[config.mk]
export PLATFORM = sky130hd
export DESIGN_NAME = sorted_sparse_vector_table
export DESIGN_NICKNAME = d
export VERILOG_FILES = /design/src/rtl/ssvt_pkg.sv /design/src/rtl/sorted_sparse_vector_table.sv /design/src/rtl/ssvt_ram.sv
export SDC_FILE = /design/constraint.sdc
export NUM_CORES = 2
export LEC_CHECK = 0
export BUFFER_PORTS_ARGS = -buffer_cell sky130_fd_sc_hd__buf_2
export CELL_PAD_IN_SITES_DETAIL_PLACEMENT = 0
export CELL_PAD_IN_SITES_GLOBAL_PLACEMENT = 2
export CORE_UTILIZATION = 55
export DETAILED_ROUTE_END_ITERATION = 8
export PLACE_DENSITY = 0.84
export SETUP_SLACK_MARGIN = 0.05
export SLEW_MARGIN = 20
export SYNTH_ARGS = -nofsm -noshare
export SYNTH_HDL_FRONTEND = slang
export SYNTH_SLANG_ARGS = --single-unit
[constraint.sdc]
create_clock -name clk -period 30.9 [get_ports clk]
set_input_delay 9.27 -clock clk [delete_from_list [all_inputs] [get_ports clk]]
set_output_delay 9.27 -clock clk [all_outputs]
set_load 0.01 [all_outputs]
[src/rtl/ssvt_pkg.sv]
`timescale 1ns / 1ps

package ssvt_pkg;

  localparam int DEFAULT_CAPACITY   = 64;
  localparam int DEFAULT_INDEX_BITS = 20;

  localparam int ACTION_BITS = 3;
  localparam int VALUE_BITS  = 32;
  localparam int STATUS_BITS = 2;

  localparam logic [ACTION_BITS-1:0] ACT_SET   = 3'd0;
  localparam logic [ACTION_BITS-1:0] ACT_GET   = 3'd1;
  localparam logic [ACTION_BITS-1:0] ACT_ADD   = 3'd2;
  localparam logic [ACTION_BITS-1:0] ACT_SUB   = 3'd3;
  localparam logic [ACTION_BITS-1:0] ACT_CLEAR = 3'd4;

  localparam logic [STATUS_BITS-1:0] ST_OK    = 2'd0;
  localparam logic [STATUS_BITS-1:0] ST_RANGE = 2'd1;
  localparam logic [STATUS_BITS-1:0] ST_FULL  = 2'd2;

endpackage

[src/rtl/sorted_sparse_vector_table.sv]
`timescale 1ns / 1ps

// Sorted sparse vector table. Holds up to CAPACITY nonzero (index, value)
// pairs in one RAM, sorted by ascending index. Each input transaction carries
// an action (set, get, add, subtract, clear) and returns exactly one result
// transaction with the read value, a status code and the entry count after
// the action. One item is worked on at a time. A lookup scans the RAM from
// slot 0, one entry per cycle, until it reaches the first index at or above
// the requested one; an insert or a removal then shifts the tail of the table
// one slot, again one entry per cycle through the single read and write
// ports. A get or an overwrite ends after the scan, a removal shifts the tail
// down, and an insert shifts the tail up and then writes the new entry. Clear,
// out-of-range and unused actions skip the scan and go straight to the
// result. The block is ready for the next input transaction when m_tvalid
// rises. The result waits in an output register, and a new input
// transaction is taken while it waits; a finished item stalls only while an
// earlier result is still waiting. The user must write vector_length only
// while the block is idle; the block itself does not enforce this. Reset
// needs no clearing pass since only slots below the entry count are
// ever read.
module sorted_sparse_vector_table #(
  parameter int CAPACITY   = ssvt_pkg::DEFAULT_CAPACITY,
  parameter int INDEX_BITS = ssvt_pkg::DEFAULT_INDEX_BITS,
  localparam int COUNT_BITS = $clog2(CAPACITY + 1),
  localparam int IN_BITS    = ((ssvt_pkg::ACTION_BITS + INDEX_BITS
                               + ssvt_pkg::VALUE_BITS + 7) / 8) * 8,
  localparam int OUT_BITS   = ((ssvt_pkg::VALUE_BITS + ssvt_pkg::STATUS_BITS
                               + COUNT_BITS + 7) / 8) * 8
) (
  input  logic                  clk,
  input  logic                  rst,
  // configuration: logical vector length, valid indices are below it
  input  logic                  vector_length_we,
  input  logic [INDEX_BITS:0]   vector_length,
  // input stream
  input  logic                  s_tvalid,
  output logic                  s_tready,
  // s_tdata, from bit 0: action, index, value, zero fill
  input  logic [IN_BITS-1:0]    s_tdata,
  // output stream
  output logic                  m_tvalid,
  input  logic                  m_tready,
  // m_tdata, from bit 0: read_value, status, entry_count, zero fill
  output logic [OUT_BITS-1:0]   m_tdata
);

  localparam int AB  = $clog2(CAPACITY);
  localparam int VB  = ssvt_pkg::VALUE_BITS;
  localparam int AW  = ssvt_pkg::ACTION_BITS;
  localparam int SB  = ssvt_pkg::STATUS_BITS;
  localparam int EW  = INDEX_BITS + VB;

  // sequencer states
  localparam logic [2:0] S_IDLE      = 3'd0;
  localparam logic [2:0] S_SEARCH    = 3'd1;
  localparam logic [2:0] S_DECIDE    = 3'd2;
  localparam logic [2:0] S_SHIFT_DN  = 3'd3;
  localparam logic [2:0] S_SHIFT_UP  = 3'd4;
  localparam logic [2:0] S_WRITE_NEW = 3'd5;
  localparam logic [2:0] S_FINISH    = 3'd6;

  logic [2:0]            state;
  logic [INDEX_BITS:0]   vlen;
  logic [COUNT_BITS-1:0] cnt;

  // latched item
  logic [AW-1:0]         act;
  logic [INDEX_BITS-1:0] idx;
  logic [VB-1:0]         val;

  // scan pointer and "RAM output holds the entry just read" flag
  logic [COUNT_BITS-1:0] scan;
  logic                  chk;

  // search result
  logic [COUNT_BITS-1:0] slot;
  logic                  present;
  logic [VB-1:0]         old_val;

  // pending result
  logic [VB-1:0]         res_rd;
  logic [SB-1:0]         res_st;

  // output register
  logic [VB-1:0]         out_rd;
  logic [SB-1:0]         out_st;
  logic [COUNT_BITS-1:0] out_cnt;
  logic                  out_load;

  // RAM port signals
  logic                  mem_we;
  logic [AB-1:0]         mem_waddr;
  logic [EW-1:0]         mem_wdata;
  logic                  mem_re;
  logic [AB-1:0]         mem_raddr;
  logic [EW-1:0]         mem_rdata;

  logic [INDEX_BITS-1:0] q_pos;
  logic [VB-1:0]         q_val;
  logic                  hit;
  logic [VB-1:0]         cur_val;
  logic [VB-1:0]         new_val;
  logic [COUNT_BITS-1:0] scan_m1;
  logic [COUNT_BITS-1:0] scan_m2;
  logic [COUNT_BITS-1:0] scan_p1;

  logic [AW-1:0]         in_action;
  logic [INDEX_BITS-1:0] in_index;
  logic [VB-1:0]         in_value;

  assign in_action = s_tdata[AW-1:0];
  assign in_index  = s_tdata[AW +: INDEX_BITS];
  assign in_value  = s_tdata[AW + INDEX_BITS +: VB];

  assign s_tready = (state == S_IDLE);

  // result moves into the output register when that register is free
  assign out_load = (state == S_FINISH) && (!m_tvalid || m_tready);

  always_comb begin
    m_tdata = '0;
    m_tdata[VB-1:0]              = out_rd;
    m_tdata[VB +: SB]            = out_st;
    m_tdata[VB + SB +: COUNT_BITS] = out_cnt;
  end

  assign q_pos   = mem_rdata[INDEX_BITS-1:0];
  assign q_val   = mem_rdata[INDEX_BITS +: VB];
  // first stored index at or above the target ends the scan
  assign hit     = chk && (q_pos >= idx);
  assign cur_val = present ? old_val : '0;
  assign scan_m1 = scan - 1'b1;
  assign scan_m2 = scan - 2'd2;
  assign scan_p1 = scan + 1'b1;

  always_comb begin
    case (act)
      ssvt_pkg::ACT_ADD: new_val = cur_val + val;
      ssvt_pkg::ACT_SUB: new_val = cur_val - val;
      default:           new_val = val;
    endcase
  end

  // RAM access per state
  always_comb begin
    mem_we    = 1'b0;
    mem_waddr = slot[AB-1:0];
    mem_wdata = {val, idx};
    mem_re    = 1'b0;
    mem_raddr = scan[AB-1:0];
    case (state)
      S_SEARCH: begin
        mem_re = !hit && (scan != cnt);
      end
      S_DECIDE: begin
        // overwrite in place
        mem_we    = (act != ssvt_pkg::ACT_GET) && (new_val != '0) && present;
        mem_wdata = {new_val, idx};
      end
      S_SHIFT_DN: begin
        // entry read at scan-1 moves down to scan-2
        mem_we    = chk;
        mem_waddr = scan_m2[AB-1:0];
        mem_wdata = mem_rdata;
        mem_re    = (scan != cnt);
      end
      S_SHIFT_UP: begin
        // entry read at scan moves up to scan+1
        mem_we    = chk;
        mem_waddr = scan_p1[AB-1:0];
        mem_wdata = mem_rdata;
        mem_re    = (scan != slot);
        mem_raddr = scan_m1[AB-1:0];
      end
      S_WRITE_NEW: begin
        mem_we = 1'b1;
      end
      default: begin
      end
    endcase
  end

  ssvt_ram #(
    .WIDTH (EW),
    .DEPTH (CAPACITY)
  ) u_ram (
    .clk   (clk),
    .we    (mem_we),
    .waddr (mem_waddr),
    .wdata (mem_wdata),
    .re    (mem_re),
    .raddr (mem_raddr),
    .rdata (mem_rdata)
  );

  // control
  always_ff @(posedge clk) begin
    if (rst) begin
      state    <= S_IDLE;
      vlen     <= {1'b1, {INDEX_BITS{1'b0}}};
      cnt      <= '0;
      chk      <= 1'b0;
      m_tvalid <= 1'b0;
    end else begin
      if (vector_length_we) begin
        vlen <= vector_length;
      end
      if (out_load) begin
        m_tvalid <= 1'b1;
      end else if (m_tready) begin
        m_tvalid <= 1'b0;
      end

      case (state)
        S_IDLE: begin
          if (s_tvalid) begin
            act    <= in_action;
            idx    <= in_index;
            val    <= in_value;
            res_rd <= '0;
            scan   <= '0;
            chk    <= 1'b0;
            case (in_action)
              ssvt_pkg::ACT_CLEAR: begin
                cnt    <= '0;
                res_st <= ssvt_pkg::ST_OK;
                state  <= S_FINISH;
              end
              ssvt_pkg::ACT_SET, ssvt_pkg::ACT_GET,
              ssvt_pkg::ACT_ADD, ssvt_pkg::ACT_SUB: begin
                if ({1'b0, in_index} >= vlen) begin
                  res_st <= ssvt_pkg::ST_RANGE;
                  state  <= S_FINISH;
                end else begin
                  res_st <= ssvt_pkg::ST_OK;
                  state  <= S_SEARCH;
                end
              end
              default: begin
                res_st <= ssvt_pkg::ST_OK;
                state  <= S_FINISH;
              end
            endcase
          end
        end

        S_SEARCH: begin
          if (hit) begin
            slot    <= scan_m1;
            present <= (q_pos == idx);
            old_val <= q_val;
            state   <= S_DECIDE;
          end else if (scan == cnt) begin
            slot    <= cnt;
            present <= 1'b0;
            state   <= S_DECIDE;
          end else begin
            scan <= scan_p1;
            chk  <= 1'b1;
          end
        end

        S_DECIDE: begin
          chk <= 1'b0;
          if (act == ssvt_pkg::ACT_GET) begin
            res_rd <= cur_val;
            state  <= S_FINISH;
          end else if (new_val == '0) begin
            // zero sum: remove if stored, else nothing to do
            if (present) begin
              scan  <= slot + 1'b1;
              state <= S_SHIFT_DN;
            end else begin
              state <= S_FINISH;
            end
          end else if (present) begin
            state <= S_FINISH;
          end else if (cnt == COUNT_BITS'(CAPACITY)) begin
            res_st <= ssvt_pkg::ST_FULL;
            state  <= S_FINISH;
          end else begin
            val   <= new_val;
            scan  <= cnt;
            state <= S_SHIFT_UP;
          end
        end

        S_SHIFT_DN: begin
          if (scan == cnt) begin
            cnt   <= cnt - 1'b1;
            chk   <= 1'b0;
            state <= S_FINISH;
          end else begin
            scan <= scan_p1;
            chk  <= 1'b1;
          end
        end

        S_SHIFT_UP: begin
          if (scan == slot) begin
            chk   <= 1'b0;
            state <= S_WRITE_NEW;
          end else begin
            scan <= scan_m1;
            chk  <= 1'b1;
          end
        end

        S_WRITE_NEW: begin
          cnt   <= cnt + 1'b1;
          state <= S_FINISH;
        end

        S_FINISH: begin
          if (out_load) begin
            state <= S_IDLE;
          end
        end

        default: begin
          state <= S_IDLE;
        end
      endcase
    end
  end

  // output payload
  always_ff @(posedge clk) begin
    if (out_load) begin
      out_rd  <= res_rd;
      out_st  <= res_st;
      out_cnt <= cnt;
    end
  end

endmodule

[src/rtl/ssvt_ram.sv]
`timescale 1ns / 1ps

// Simple dual-port RAM: one write port, one read port, registered read.
module ssvt_ram #(
  parameter int WIDTH = 32,
  parameter int DEPTH = 64
) (
  input  logic                     clk,
  input  logic                     we,
  input  logic [$clog2(DEPTH)-1:0] waddr,
  input  logic [WIDTH-1:0]         wdata,
  input  logic                     re,
  input  logic [$clog2(DEPTH)-1:0] raddr,
  output logic [WIDTH-1:0]         rdata
);

  logic [WIDTH-1:0] mem [DEPTH];

  always_ff @(posedge clk) begin
    if (we) begin
      mem[waddr] <= wdata;
    end
    if (re) begin
      rdata <= mem[raddr];
    end
  end

endmodule

* Word level (Yosys, flattened, before mapping)
Memory sizes are Yosys's and may differ from the RTL's. A register that Yosys moved wholly into a read port is not among the register bits.
Cells that the tools add are included.
W data, S select, Z words.
** Storage, ports and cells
- Register bits :: 210
- Memory bits (writable) :: 3328
- Bits of input ports :: 82
- Output and inout bits :: 50
- Logic and storage cells :: 162
- Memories kept :: 1
** Memory list
- u_ram.mem :: depth 64, bits a word 52, rd ports 1, clocked after memory_dff 1, write ports 1, RTL line ssvt_ram.sv:17 : logic [WIDTH-1:0] mem [DEPTH];
** Cells by class
- $add $sub $neg :: 8
- $lt $le $gt $ge :: 2
- Equality and inequality tests :: 38
- Muxes and demuxes :: 66
- Bitwise operators :: 1
- Reductions and logical operators :: 29
** Operators by type and width (number)
- $mux W32 :: 8
- $pmux W32 S2 :: 3
- $pmux W52 S2 :: 1
- $mux W7 :: 14
- $pmux W7 S5 :: 1
- $mux W3 :: 11
- $add A32 B32 Y32 :: 1
- $logic_not A32 Y1 :: 1
- $reduce_bool A32 Y1 :: 1
- $sub A32 B32 Y32 :: 1
- $ne A2 B2 Y1 const B :: 13
- $add A7 B1 Y7 const B :: 3
- $ge A20 B21 Y1 :: 1
- $pmux W3 S7 :: 1
- $pmux W7 S3 :: 1
- $eq A20 B20 Y1 :: 1
- $ge A20 B20 Y1 :: 1
- $eq A3 B2 Y1 const B :: 6
- $eq A7 B7 Y1 :: 2
- $mux W2 :: 7
- $ne A7 B7 Y1 :: 2
- $reduce_and A7 Y1 :: 2
- $sub A7 B1 Y7 const B :: 2
- $mux W1 :: 13
- other kinds (26) :: 47

* Logic depth before layout (Yosys ltp)
- Depth in word-level cells :: 9
- Gate-level depth with buffers :: 24
- Gate-level depth less buffers :: 22

* Cells and area by module
From an unflattened synthesis, not the netlist that was laid out.
** Unflattened totals
- Cells, all modules :: 6829
- Area total of the unflattened synthesis :: 140940.2 sq um
** By module, submodules not included
- ssvt_ram :: times used 1, cells each 5449, area each 127478.5 sq um, seq. area each 101497.3 sq um
- sorted_sparse_vector_table :: times used 1, cells each 1380, area each 13461.7 sq um, seq. area each 5975.7 sq um

* Worst setup path after synthesis
No wires, ideal clock.
- Path kind :: register to register
- From :: reg val[2]
- To :: mem u_ram.mem[39][0] in the netlist's numbering (enable)
- Setup time :: 0.741 ns
- Data arrival time :: 13.106 ns
- Required time :: 30.159 ns
- Slack :: 17.053 ns
- Cell stages (with the launch flop) :: 23
- Buffers on the path :: 2
- Clock period less this slack :: 13.847 ns
- Cell sequence :: edfxtp_1 > clkbuf_1 > nor4_1 > and2_1 > nand3b_1 > or4_1 > nor2_1 > inv_1 > or3_1 > o31ai_1 > xor2_1 > ha_1 > clkbuf_1 > and4_1 > nand3_1 > or4_1 > a211o_1 > a21oi_1 > nor3b_2 > xnor2_2 > nand3_2 > o2111ai_1 > a2111oi_0
** Between the ends
- Word-level cells in the longest chain between the ends :: 8
- Elaborated cells on any way between the ends :: 9
- Classes of those cells :: 2 x add/sub; 4 x mux; 3 x reduce/logical
** RTL lines
- start: declaration :: RTL line sorted_sparse_vector_table.sv:69 : logic [VB-1:0] val;
- start signal: assignment :: RTL line sorted_sparse_vector_table.sv:219 : val <= in_value;
- start signal: assignment :: RTL line sorted_sparse_vector_table.sv:282 : val <= new_val;
- $sub A32 B32 Y32 or $add A32 B32 Y32 (tied branches) :: RTL line sorted_sparse_vector_table.sv:139, sorted_sparse_vector_table.sv:138
- $pmux W32 S2 (*) :: RTL line sorted_sparse_vector_table.sv:137 : case (act)
- $reduce_bool A32 Y1 (*) :: RTL line sorted_sparse_vector_table.sv:157 : mem_we = (act != ssvt_pkg::ACT_GET) && (new_val != '0) && present;
- $logic_and A1 B1 Y1 (*) (2 in a row) :: RTL line sorted_sparse_vector_table.sv:157
- $pmux W1 S3 (*) :: RTL line sorted_sparse_vector_table.sv:151 : case (state)
- $mux W1 (*) :: RTL line ssvt_ram.sv:20 : if (we) begin
- $mux W1 (implied by the code) (*) :: RTL line ssvt_ram.sv:21 : mem[waddr] <= wdata;
- end: declaration :: RTL line ssvt_ram.sv:17
Every way passes the cells marked *; elsewhere a longest branch is shown, timed or not.

* Final worst setup path
- From :: in s_tdata[13]
- To :: reg state[1]
** Between the ends
- Word-level cells in the longest chain between the ends :: 5
** RTL lines
- start: declaration :: RTL line sorted_sparse_vector_table.sv:39 : input logic [IN_BITS-1:0] s_tdata,
- $ge A20 B21 Y1 :: RTL line sorted_sparse_vector_table.sv:231 : if ({1'b0, in_index} >= vlen) begin
- $mux W3 :: RTL line sorted_sparse_vector_table.sv:231
- $mux W3 :: RTL line sorted_sparse_vector_table.sv:223 : case (in_action)
- $mux W3 :: RTL line sorted_sparse_vector_table.sv:216 : if (s_tvalid) begin
- $pmux W3 S7 :: RTL line sorted_sparse_vector_table.sv:214 : case (state)
- end signal: assignment :: RTL line sorted_sparse_vector_table.sv:227 : state <= S_FINISH;
- end signal: assignment :: RTL line sorted_sparse_vector_table.sv:233 : state <= S_FINISH;
- end signal: assignment :: RTL line sorted_sparse_vector_table.sv:236 : state <= S_SEARCH;
- end: declaration :: RTL line sorted_sparse_vector_table.sv:62 : logic [2:0] state;
No other way between the ends. The select of a mux whose other input is x is not followed.
A chain may end at the register's enable or synchronous reset.

==> metrics list <==
* Area of all sequential standard cells: 0.107 mm²
- Total of cells resized after clock tree synthesis: 0
- Counting instances, the worst hold path has a depth of 0.
- The global routing stage identified its most utilized layer as met2.
- The setup path with the least slack is of type primary input to flip-flop.
- Dividing the detail-routed wire length by the instance count gives 37.1 µm.
- Global routing used 47.4% of the available met2 tracks.
- Wires add up to 384000 µm.
* Sum of negative setup slack: 0 ns
- The detail route stage leaves a number of antenna-violating nets equal to 0.
- Clock H-tree levels: 5
- Total leakage power: 50.7 nW
* Period utilisation layout: 37.5%
- Total count of max-transition violations in the final report: 0
- The startpoint identified for the worst register-to-register timing path is val[3].
- The path class of the tightest hold or removal check is flip-flop to flip-flop.
- Final hold violations: 0
* Synthesis-stage register bit count: 3590
- I/O pin count: 132
- In this run, synthesis inferred 3557 flip-flops with an integrated enable.
- Buffers inserted during clock tree synthesis total 368.
* Critical path destination: state[1]
* Register-to-register setup slack: 21.57 ns
* Largest fanout on the critical path: 3
- Fraction of met1 tracks used by global routing: 41.4%
- The total area inside the core boundary comes to 0.255 mm².
* Setup repair after global routing missed its margin: false
- Sequential elements use 75.8% of the synthesized area.
- Highest clock frequency the design can meet: 0.0864 GHz
- Synthesis produced 6354 cells.
- In the post-synthesis netlist, the biggest area contributors are edfxtp_1 (75%), mux4_2 (17%), clkbuf_1 (0.78%), ha_1 (0.74%), nand2_1 (0.48%).
* Post-CTS Hold Buffers: 0
- Cells with a size suffix above 1 make up 30.0% of the layout.
* Maximum clock path buffer count: 4
* Y dimension of the die: 510 µm
* Warnings from Yosys: 0
- GRT Residual Overflow: 0
- HPWL after detailed placement: 203000 µm
- The cell sitting at the root of the clock tree is a clkbuf_16.
- Pin count of the biggest net entering global routing: 144
* Mapped Avg Cell Area: 22.3 µm²
- Among all cell types in the netlist, the one instantiated most often is edfxtp_1.
- Maximum vdd ir drop: 0.119 mV
* Filler Cells Inserted: 16742
* Cell area after synthesis: 0.142 mm²
- CP Capture Type: flip-flop
- Clock edge transition at the registers on the reported setup and hold paths: 0.06 ns
* Launch point of the worst path: s_tdata[13]
* Final setup vio count: 0
- The smallest clock period supported by the final layout is computed as 11.57 ns.
* Overall die width: 510 µm
- Row generation in the floorplan step produced 185 rows.
- TritonCTS built the clock tree.
* Count of vias placed by the detailed router: 71239
* R2R depth: 23
- The tool flagged a number of max-cap violations equal to 0.
- Number of clock sinks seen by CTS: 3590
* Number of buffers inserted to repair setup after CTS: 0
- Power spread over the standard cell area amounts to 108 mW/mm².
- The number of antenna violations at the first check in global routing is 19.
- Met3 Use GR: 7.17%
- Critical path data arrival time: 12.42 ns
- The run finished with clean final reports.
- The net count of the finished layout is 6890.
- Global-route wire length before repair: 537000 µm
- Top cell type's share of synthesized area: 75.4%
- The number of different library cells used by synthesis comes to 91.
- At the end of routability-driven placement, the weighted congestion stood at 0.846.
- Insertion delay of the later-clocked pin in the worst-skew pair: 1.01 ns
* Proportion of synthesized flip-flops having asynchronous set or reset: 0%
* Number of buffers inserted by port buffering: 123
* Number of standard cells in the layout, taps in and fillers out: 10357
* Global-route usage over all layers: 29.9%
* Die footprint: 0.260 mm²
- Routed vias/inst: 6.88
- The first TritonRoute pass finished after 5 iterations.
* Total area of multi-input combinational cells: 0.0338 mm²
- STA classifies the critical path startpoint as a primary input.
* Initial core utilization: 55.6%
- From synthesis to final layout, the design area changed by 13.0%.
- On the final layout, the worst clock skew is 0.0879 ns.
- Crit path required time: 31.75 ns
- For this run, design rule violations remaining after detail routing come to 0.
- In this run the critical register-to-register path is captured at u_ram.mem[2][24].
- Cell types with the highest counts after synthesis: edfxtp_1 (3557), mux4_2 (1092), clkbuf_1 (293), nand2_1 (180), nor2_1 (172)
- Measured against its own limit, the worst slew margin works out to 17.2%.
- Among all flip-flop cells after synthesis, the most frequent one is edfxtp_1.
* Worst Tran Pin Value: 1.24 ns
- Of all cell types, the one taking the most synthesized area is edfxtp_1.
- Post-Place Cells: 9706
- The number of global-route vias before repair was 70492.
- After the first detailed-routing iteration, the DRC count stood at 10407.
==> stage by stage <==
step / total power, W / util, % / setup WS, ns / hold slack, ns / instance area, µm²
2_1_floorplan: 0.0111 / - / 17.05 / 0.400 / 142000
3_3_place_gp: 0.0128 / 58.0 / 18.18 / 0.401 / 148000
5_1_grt: 0.0178 / 62.8 / 19.10 / 0.422 / 160000
3_5_place_dp: 0.0129 / 58.0 / 18.25 / 0.405 / 148000
6_report: 0.0172 / 62.8 / 19.33 / 0.409 / 160000
4_1_cts: 0.0172 / 62.6 / 19.26 / 0.414 / 160000
==> report_power, final <==
| part | switching (W) | internal, W | leakage (nW) |
|---|---|---|---|
| combinational | 0.00354 | 0.00264 | 12.6 |
| clock | 0.00181 | 0.00251 | 5.66 |
| sequential | 0.0000962 | 0.00664 | 32.4 |
| total | 0.00545 | 0.0118 | 50.7 |
==> metal layers <==
layer  share of wire [%]  vias up
li1                    -    27721
met1                  36    37826
met2                  48     4976
met4                 3.2        0
met5                   0        -
met3                  12      716
==> how the worst min path moves through the flow <==
stage / startpoint / to / slack (ns)
after global routing: res_rd[3] / out_rd[3] / 0.42
after global placement: res_rd[7] / out_rd[7] / 0.40
after floorplan: res_rd[0] / out_rd[0] / 0.40
after CTS: res_rd[3] / out_rd[3] / 0.41
after detailed placement: res_rd[19] / out_rd[19] / 0.40
final: res_rd[3] / out_rd[3] / 0.41
==> final cells by class <==
type | instances | share of cell area (%)
Sequential cell | 3590 | 67.1
Antenna cell | 3 | 0.00469
Timing Repair Buffer | 343 | 1.73
Multi-Input combinational cell | 2353 | 21.1
Clock inverter | 181 | 1.15
Inverter | 66 | 0.155
Tap cell | 3366 | 2.63
Clock buffer | 455 | 6.08
==> worst max-delay path, cell delays in order <==
cell and delay, ns:
buf_2 0.11, ha_1 0.30, a21o_1 0.16, a21o_1 0.17
a21oi_1 0.69, nand2_1 0.11, o21ai_0 0.50, a21oi_2 0.36
a311oi_1 0.43, a221oi_1 0.12, and2_1 0.19
==> logic make-up (layout without fill, tap and decap cells) <==
kind of cell               after synthesis  in the layout  synth area share, %
DFF                                   3590           3590                 75.8
muxes                                 1117           1117                 17.5
and+or+nand+nor                        631            631                 2.17
AOI/OAI and AO/OA                      434            434                 2.05
buffers and inverters                  417           1045                 1.14
adders and majority gates               86             86                0.770
xor gates and xnor gates                78             78                0.493
other                                    1             10              0.00265
==> state kept, by name, summed over array words and instances, names as in the netlist <==
name and flops:
present 1, chk 1, out_st 2, state 3
m_tvalid 1, val 32, out_cnt 7, slot 7
out_rd 32, res_st 2, u_ram.mem 3328, vlen 21
idx 20, scan 7, cnt 7, old_val 32
act 3, u_ram.rdata 52, res_rd 32
==> cell usage in the layout, fill, tap and decap left out, drive strengths merged, types with 49 or more instances in the layout <==
master  Yosys  layout
a21o       49      49
nand2     180     180
nor2      172     172
mux4     1092    1092
o21ai      91      91
a21oi     112     112
ha         84      84
buf        58     343
inv        63      74
clkinv      3     127
clkbuf    293     455
edfxtp   3557    3557
No activity file was read; power rests on OpenSTA's default activity.
